### src/jch_pkg.sv
// ----------------------------------------------------------------------------
// jch_pkg
// Shared constants, codes and controller/datapath interface types for the
// joint category histogram.
// ----------------------------------------------------------------------------
package jch_pkg;

    localparam int BIN_DEPTH      = 4096;
    localparam int MAX_LAYERS     = 4;
    localparam int COUNT_BITS     = 20;

    localparam int ADDR_BITS      = $clog2(BIN_DEPTH);
    localparam int LAYER_IDX_BITS = (MAX_LAYERS > 1) ? $clog2(MAX_LAYERS) : 1;
    localparam int CAT_BITS       = 8;
    localparam int RADIX_BITS     = 9;
    localparam int LAYER_BITS     = 3;
    localparam int MASK_BITS      = 4;
    localparam int CFG_INDEX_BITS = 3;
    localparam int PROD_BITS      = ADDR_BITS + RADIX_BITS;
    localparam int SUM_BITS       = PROD_BITS + 1;

    localparam logic [COUNT_BITS-1:0] COUNT_MAX    = '1;
    localparam logic [LAYER_BITS-1:0] LAYER_RESET  = LAYER_BITS'(1);
    localparam logic [RADIX_BITS-1:0] RADIX_RESET  = RADIX_BITS'(16);

    localparam logic [CFG_INDEX_BITS-1:0] CFG_LAYER_COUNT = CFG_INDEX_BITS'(0);
    localparam logic [CFG_INDEX_BITS-1:0] CFG_RADIX0      = CFG_INDEX_BITS'(1);
    localparam logic [CFG_INDEX_BITS-1:0] CFG_RADIX1      = CFG_INDEX_BITS'(2);
    localparam logic [CFG_INDEX_BITS-1:0] CFG_RADIX2      = CFG_INDEX_BITS'(3);
    localparam logic [CFG_INDEX_BITS-1:0] CFG_RADIX3      = CFG_INDEX_BITS'(4);

    typedef enum logic [1:0] {
        OP_ACCUM = 2'd0,
        OP_READ  = 2'd1,
        OP_END   = 2'd2,
        OP_NONE  = 2'd3
    } op_t;

    typedef enum logic [1:0] {
        ST_OK       = 2'd0,
        ST_NULL     = 2'd1,
        ST_RANGE    = 2'd2,
        ST_OVERFLOW = 2'd3
    } status_t;

    typedef enum logic [1:0] {
        S_CLEAR,
        S_IDLE,
        S_INDEX,
        S_UPDATE
    } state_t;

    typedef struct packed {
        logic load;
        logic step;
        logic fetch;
        logic finish;
        logic clear;
    } cmd_t;

    typedef struct packed {
        logic steps_left;
        logic needs_mem;
        logic clear_last;
    } stat_t;

    function automatic logic [COUNT_BITS-1:0] sat_inc(input logic [COUNT_BITS-1:0] v);
        logic [COUNT_BITS-1:0] r;
        r = (v == COUNT_MAX) ? v : v + 1'b1;
        return r;
    endfunction

endpackage

### src/jch_ctrl.sv
// ----------------------------------------------------------------------------
// jch_ctrl
// Sequencer: clearing pass after reset, word accept, mixed-radix index
// steps, bin fetch and read-modify-write.
// ----------------------------------------------------------------------------
module jch_ctrl
    import jch_pkg::*;
(
    input  logic       clk,
    input  logic       rst_n,
    input  logic       start,
    input  logic [1:0] operation,
    input  stat_t      stat,
    output cmd_t       cmd,
    output logic       busy
);

    state_t state_reg;
    state_t state_next;

    always_ff @(posedge clk or negedge rst_n)
    begin
        if (!rst_n)
        begin
            state_reg <= S_CLEAR;
        end
        else
        begin
            state_reg <= state_next;
        end
    end

    always_comb
    begin
        state_next = state_reg;
        cmd        = '0;
        busy       = (state_reg != S_IDLE);
        case (state_reg)
            S_CLEAR:
            begin
                cmd.clear = 1'b1;
                if (stat.clear_last)
                begin
                    state_next = S_IDLE;
                end
            end
            S_IDLE:
            begin
                if (start && (op_t'(operation) != OP_NONE))
                begin
                    cmd.load   = 1'b1;
                    state_next = S_INDEX;
                end
            end
            S_INDEX:
            begin
                if (stat.steps_left)
                begin
                    cmd.step = 1'b1;
                end
                else if (stat.needs_mem)
                begin
                    cmd.fetch  = 1'b1;
                    state_next = S_UPDATE;
                end
                else
                begin
                    cmd.finish = 1'b1;
                    state_next = S_IDLE;
                end
            end
            S_UPDATE:
            begin
                cmd.finish = 1'b1;
                state_next = S_IDLE;
            end
            default:
            begin
                state_next = S_IDLE;
            end
        endcase
    end

    a_update_after_fetch: assert property (@(posedge clk) disable iff (!rst_n)
        (state_reg == S_UPDATE) |-> $past(cmd.fetch))
        else $error("update without a preceding bin fetch");

endmodule

### config.mk
export PLATFORM = sky130hd
export DESIGN_NAME = jch_ctrl
export DESIGN_NICKNAME = d
export VERILOG_FILES = /design/src/jch_pkg.sv /design/src/jch_ctrl.sv
export SDC_FILE = /design/constraint.sdc
export NUM_CORES = 1
export LEC_CHECK = 0
export BUFFER_PORTS_ARGS = -buffer_cell sky130_fd_sc_hd__buf_2
export CAP_MARGIN = 30
export CORE_AREA = 4 4 41 43
export CTS_BUF_LIST = sky130_fd_sc_hd__clkbuf_8
export DETAILED_ROUTE_END_ITERATION = 10
export DIE_AREA = 0 0 45 47
export HOLD_SLACK_MARGIN = 0.02
export SLEW_MARGIN = 5
export SYNTH_ARGS = -nofsm -noshare
export SYNTH_HDL_FRONTEND = slang
export SYNTH_SLANG_ARGS = --single-unit
### constraint.sdc
create_clock -name clk -period 2.4 [get_ports clk]
set_clock_uncertainty 0.2 [all_clocks]
set_input_delay 0.36 -clock clk [delete_from_list [all_inputs] [get_ports clk]]
set_output_delay 0.36 -clock clk [all_outputs]
set_load 0.03 [all_outputs]
==> run metrics, run 1 <==
relative max-transition margin=0.885; largest net degree at the start of global routing=6; fillcell total=151; reg-to-reg critical path endpoint=state_reg[1]$_DFFE_PN0P_; number of buffers inserted for hold repair after clock tree synthesis=1; number of library cell types mapped by synthesis=16; part of the Yosys area used for sequential elements=0.204; Avg WL per Cell=8.58 um; net total in the final layout=59; syn avg cell area=9.08 sq um; sum of negative setup slack=0 ps; number of instances in the synthesized netlist=27; most instantiated cells after synthesis=sky130_fd_sc_hd__ha_1 (5), sky130_fd_sc_hd__inv_1 (5), sky130_fd_sc_hd__dfrtp_1 (2), sky130_fd_sc_hd__nand2_1 (2), sky130_fd_sc_hd__nor2_1 (2); area of the core region=1300 sq um; max reg flops=2; CP Class=flip-flop to primary output; Register-to-Register Setup Slack=780 ps; proportion of register bits with asynchronous set or reset after synthesis=1.00; clock buffer count from CTS=3; Setup Viol. Count Final=0; proportion of netlist area held by the largest area contributor=0.255; count of inserted antenna diode cells=0; RSZ-0062 raised after global routing=false; type of the most critical hold path=input pin to async pin; initial antenna violation count=0; via count of the first global-routing pass=205; vertical die dimension=47 um; number of warnings reported in the yosys synthesis log=0; cell at the root of the clock tree=sky130_fd_sc_hd__clkbuf_8; IO Pins=14; site row count=13; run status=finished clean; clock tree from TritonCTS=built; DP Wirelength=450 um; clock insertion delay at the later pin of the skew report=210 ps; Setup Buffers After CTS=0; first-pass GRT wire length=772 um; GRT overflow=0; number of enable-type register cells in the synthesized netlist=0; Max H-tree Level=1; Max-Cap Viols=0; Buffers on Ports=13; worst hold slack=270 ps; shortest clock period the worst path allows after layout=1830 ps; die area=2120 sq um; Critical Path Source Type=flip-flop; Via density=4.07; die width=45 um; number of search-and-repair iterations in the first detailed-routing pass=4; crit share post-route=0.764; endpoint type of the worst setup path=primary output; primary flip-flop cell chosen by synthesis mapping=sky130_fd_sc_hd__dfrtp_1; Sinks on Clock Net=2; post-cts sizing count=0; cell type with the largest total area after synthesis=sky130_fd_sc_hd__ha_1; post-synthesis instance area=245 sq um; Via Count=240; launching point of the worst reg2reg path=state_reg[0]$_DFFE_PN0P_; post-detailed-route DRC marker count=0; path depth of the worst reg2reg path=6; detailed router's first-iteration violation count=1; aggregate global-route resource usage=0.0584; placer's final routability congestion estimate=0.671; leakage=0.219 nW; total wirelength of the detailed-routed design=506 um; initial core utilization=0.188; top achievable clock speed=545 MHz; Data arrival, critical path=1270 ps; main area contributors after synthesis=sky130_fd_sc_hd__ha_1 (26%), sky130_fd_sc_hd__dfrtp_1 (20%), sky130_fd_sc_hd__a21boi_4 (7.7%); worst IR drop on VDD=0.300 mV; largest fanout of any net on the critical path=4; count of state elements after synthesis=2; fraction of layout instances using a drive strength above 1=0.432; buffer depth of the longest clock path=2; residual antenna-violating net count after detailed routing=0; clock slew at the register clock pins of the worst setup and hold paths=30 ps; slew at the pin closest to its max-slew limit=171 ps; Net Count, Synth=40; power density relative to cell area=1100 nW/um^2; count of pins over their slew limit=0; critical path required time=1840 ps; area growth from synthesis to layout=55.1%; number of endpoints with negative hold slack in the final report=0
## cells by family (layout without fill, tap and decap cells)
kind of cell    Yosys count  in the layout  share of synthesized area
mux                       1              1                     0.0408
flops                     2              2                      0.204
fa+ha+maj                 5              5                      0.255
buf+inv                   5             22                     0.0765
simple gates              8              8                      0.168
compound gates            6              6                      0.255
## worst max-delay path: stages, from the launching register on
cell and delay [ps]:
sky130_fd_sc_hd__dfrtp_1 400, sky130_fd_sc_hd__inv_1 110, sky130_fd_sc_hd__ha_1 160, sky130_fd_sc_hd__nand2b_1 70, sky130_fd_sc_hd__o21bai_1 120, sky130_fd_sc_hd__buf_2 210
## how the worst max path moves through the flow
| stage | endpoint | cells after the start | slack, ps | from |
|---|---|---|---|---|
| floorplan | cmd[1] | 4 | 680 | state_reg[0]$_DFFE_PN0P_ |
| global placement | state_reg[1]$_DFFE_PN0P_ | 6 | 790 | state_reg[0]$_DFFE_PN0P_ |
| detailed placement | state_reg[1]$_DFFE_PN0P_ | 6 | 770 | state_reg[0]$_DFFE_PN0P_ |
| CTS | cmd[1] | 5 | 550 | state_reg[0]$_DFFE_PN0P_ |
| global route | cmd[1] | 5 | 460 | state_reg[0]$_DFFE_PN0P_ |
| finish | cmd[1] | 5 | 570 | state_reg[0]$_DFFE_PN0P_ |
## power breakdown
group / internal [mW] / switching, mW / total, mW
Combinational: 0.0814 / 0.144 / 0.225
Clock: 0.106 / 0.0235 / 0.129
Sequential: 0.0478 / 0.0146 / 0.0624
## stage by stage
step / worst slack (ps) / util / cell area [sq um] / cells / power [mW]
finish: 565 / 0.292 / 380 / 59 / 0.417
global route: 458 / 0.292 / 380 / 59 / 0.455
CTS: 547 / 0.292 / 380 / 59 / 0.425
detailed placement: 772 / 0.253 / 329 / 55 / 0.289
global placement: 787 / 0.253 / 329 / 55 / 0.288
floorplan: 676 / - / 245 / 27 / 0.232
## layout make-up
class / instances / area, sq um / area share
clock buffers: 3 / 41.3 / 0.109
inverters: 5 / 18.8 / 0.0493
repair buffers: 14 / 75.1 / 0.197
multi-input cells: 20 / 176 / 0.464
flip-flops and latches: 2 / 50.0 / 0.132
well taps: 15 / 18.8 / 0.0493
## layer usage
layer	vias to the layer above	GRT usage	routed length, um
li1	123	-	-
met1	103	0.0590	220
met2	12	0.0763	198
met3	2	0.0460	71
met4	0	0.0526	15
met5	-	0	0
## cell usage in the layout (no fill, tap or decap), types with 2 or more instances in the layout
| cell type | synthesis | final |
|---|---|---|
| sky130_fd_sc_hd__buf_2 | 0 | 13 |
| sky130_fd_sc_hd__inv_1 | 5 | 5 |
| sky130_fd_sc_hd__ha_1 | 5 | 5 |
| sky130_fd_sc_hd__clkbuf_8 | 0 | 3 |
| sky130_fd_sc_hd__nor2_1 | 2 | 2 |
| sky130_fd_sc_hd__nand2_1 | 2 | 2 |
| sky130_fd_sc_hd__dfrtp_1 | 2 | 2 |
No activity file was read; power rests on OpenSTA's default activity.
==> run 2: changes to the inputs <==
Clock period 2.4 ns to 1.8 ns, I/O delays scaled along.
==> run metrics, run 2 (synthesized netlist as in run 1, its figures left out) <==
run status=finished clean (unchanged); Max H-tree Level=1 (unchanged); shortest clock period the worst path allows after layout=1710 ps; vertical die dimension=47 um (unchanged); number of endpoints with negative hold slack in the final report=0 (unchanged); largest net degree at the start of global routing=6 (unchanged); path depth of the worst reg2reg path=6 (unchanged); total wirelength of the detailed-routed design=554 um (was 506 um); reg-to-reg critical path endpoint=state_reg[1]$_DFFE_PN0P_ (unchanged); count of pins over their slew limit=0 (unchanged); area growth from synthesis to layout=58.2% (was 55.1%); endpoint type of the worst setup path=primary output (unchanged); clock insertion delay at the later pin of the skew report=210 ps (about the same); DP Wirelength=466 um (was 450 um); register cell area after layout=50.0 sq um (unchanged); top achievable clock speed=586 MHz; detailed router's first-iteration violation count=2 (was 1); Data arrival, critical path=1240 ps (was 1270 ps); CP Class=flip-flop to primary output (unchanged); Via Count=236 (was 240); leakage=0.216 nW (was 0.219 nW); clock tree from TritonCTS=built (unchanged); Setup Buffers After CTS=0 (unchanged); most frequent cells in the layout=sky130_fd_sc_hd__buf_2 (11), sky130_fd_sc_hd__ha_1 (4), sky130_fd_sc_hd__inv_1 (3), sky130_fd_sc_hd__clkbuf_8 (3) (was sky130_fd_sc_hd__buf_2 (13), sky130_fd_sc_hd__inv_1 (5), sky130_fd_sc_hd__ha_1 (5)); RSZ-0062 raised after global routing=false (unchanged); worst IR drop on VDD=0.304 mV (was 0.300 mV); clock slew at the register clock pins of the worst setup and hold paths=30 ps (about the same); area of the core region=1300 sq um (unchanged); cell at the root of the clock tree=sky130_fd_sc_hd__clkbuf_8 (unchanged); worst hold slack=182 ps (was 270 ps); total placed cells including tap cells=55 (unchanged); critical path required time=1330 ps (was 1840 ps); initial core utilization=0.188 (unchanged); aggregate global-route resource usage=0.0608 (was 0.0584); clock buffer count from CTS=3 (unchanged); Sinks on Clock Net=2 (unchanged); max reg flops=2 (unchanged); type of the most critical hold path=input pin to async pin (unchanged); Register-to-Register Setup Slack=210 ps (was 780 ps); buffer depth of the longest clock path=2 (unchanged); sum of negative setup slack=0 ps (unchanged); initial antenna violation count=0 (unchanged); commonest non-fill, non-tap cell in the layout=sky130_fd_sc_hd__buf_2 (unchanged); crit share post-route=0.948; via count of the first global-routing pass=237 (was 205); launching point of the worst reg2reg path=state_reg[0]$_DFFE_PN0P_ (unchanged); Buffers on Ports=13 (unchanged); fillcell total=152 (was 151); count of inserted antenna diode cells=0 (unchanged); first-pass GRT wire length=862 um (was 772 um); fraction of layout instances using a drive strength above 1=0.500 (was 0.432); critical path startpoint=state_reg[1]$_DFFE_PN0P_ (was state_reg[0]$_DFFE_PN0P_); Final Non-Filler Cells=59 (unchanged); placer's final routability congestion estimate=0.698 (was 0.671); Placement Cell Area=329 sq um (unchanged); die width=45 um (unchanged); Critical Path Source Type=flip-flop (unchanged); slew at the pin closest to its max-slew limit=182 ps (was 171 ps); number of search-and-repair iterations in the first detailed-routing pass=2 (was 4); largest fanout of any net on the critical path=5 (was 4); Avg WL per Cell=9.39 um (was 8.58 um); post-route cell area=388 sq um (was 380 sq um); relative max-transition margin=0.879 (was 0.885); Max-Cap Viols=0 (unchanged); die area=2120 sq um (unchanged); residual antenna-violating net count after detailed routing=0 (unchanged); post-detailed-route DRC marker count=0 (unchanged); site row count=13 (unchanged); Via density=4.00 (was 4.07); area of the multi-input gates=179 sq um (was 176 sq um); Setup Viol. Count Final=0 (unchanged); end point of the critical path=cmd[4] (was cmd[1]); net total in the final layout=59 (unchanged); GRT overflow=0 (unchanged); power density relative to cell area=1470 nW/um^2 (was 1100 nW/um^2); IO Pins=14 (unchanged)
==> run 2: changes by cell type in the layout (fill, tap and decap cells not counted), sizes merged <==
cell	change
buf	-1
clkbuf	+1
==> run 2: layout make-up <==
cell class | count | area share
Multi-Input combinational cell | 20 | 0.461
Timing Repair Buffer | 14 | 0.206
Sequential cell | 2 | 0.129
Clock buffer | 3 | 0.106
Inverter | 5 | 0.0484
Tap cell | 15 | 0.0484
==> run 2: metrics by stage <==
stage	power [mW]	setup slack (ps)	util
final	0.569	93.7	0.298
after global routing	0.612	5.54	0.298
after CTS	0.567	19.9	0.292
after detailed placement	0.387	178	0.253
after global placement	0.385	199	0.253
after floorplan	0.309	166	-
==> run 2: worst min-delay path by stage <==
stage | endpoint | slack [ps] | cells after the start
final | state_reg[1]$_DFFE_PN0P_ | 180 | 2
after global routing | state_reg[1]$_DFFE_PN0P_ | 190 | 2
after CTS | state_reg[1]$_DFFE_PN0P_ | 180 | 2
after global placement | state_reg[0]$_DFFE_PN0P_ | -140 | 1
after floorplan | state_reg[0]$_DFFE_PN0P_ | -230 | 0
after detailed placement | state_reg[1]$_DFFE_PN0P_ | -140 | 1
==> run 2: repair_timing <==
action / in CTS / in global routing
setup endpoints to repair: 0 / 3
hold buffers: 1 / 0
endpoints found under the hold margin: 2 / 0
resized for setup: 0 / 6
==> run 2: critical path, stage by stage (launching register included) <==
cell	delay, ps
sky130_fd_sc_hd__dfrtp_1	420
sky130_fd_sc_hd__inv_2	100
sky130_fd_sc_hd__ha_2	190
sky130_fd_sc_hd__and2_1	130
sky130_fd_sc_hd__clkbuf_4	180
==> run 2: power breakdown <==
part	internal, mW	total, mW	leakage [nW]	switching [mW]
Sequential	0.0636	0.0889	0.0239	0.0253
Combinational	0.118	0.309	0.171	0.191
Clock	0.141	0.171	0.0216	0.0302
Total	0.322	0.569	0.216	0.247
==> run 2: metal layers <==
metal / routed length (um) / GRT usage / up-vias / part of all wire
met2: 237 / 0.0904 / 12 / 0.43
met5: 0 / 0 / - / 0
met4: 0 / 0.0175 / 0 / 0
met3: 101 / 0.0613 / 0 / 0.18
met1: 216 / 0.0590 / 102 / 0.39
li1: - / - / 122 / -
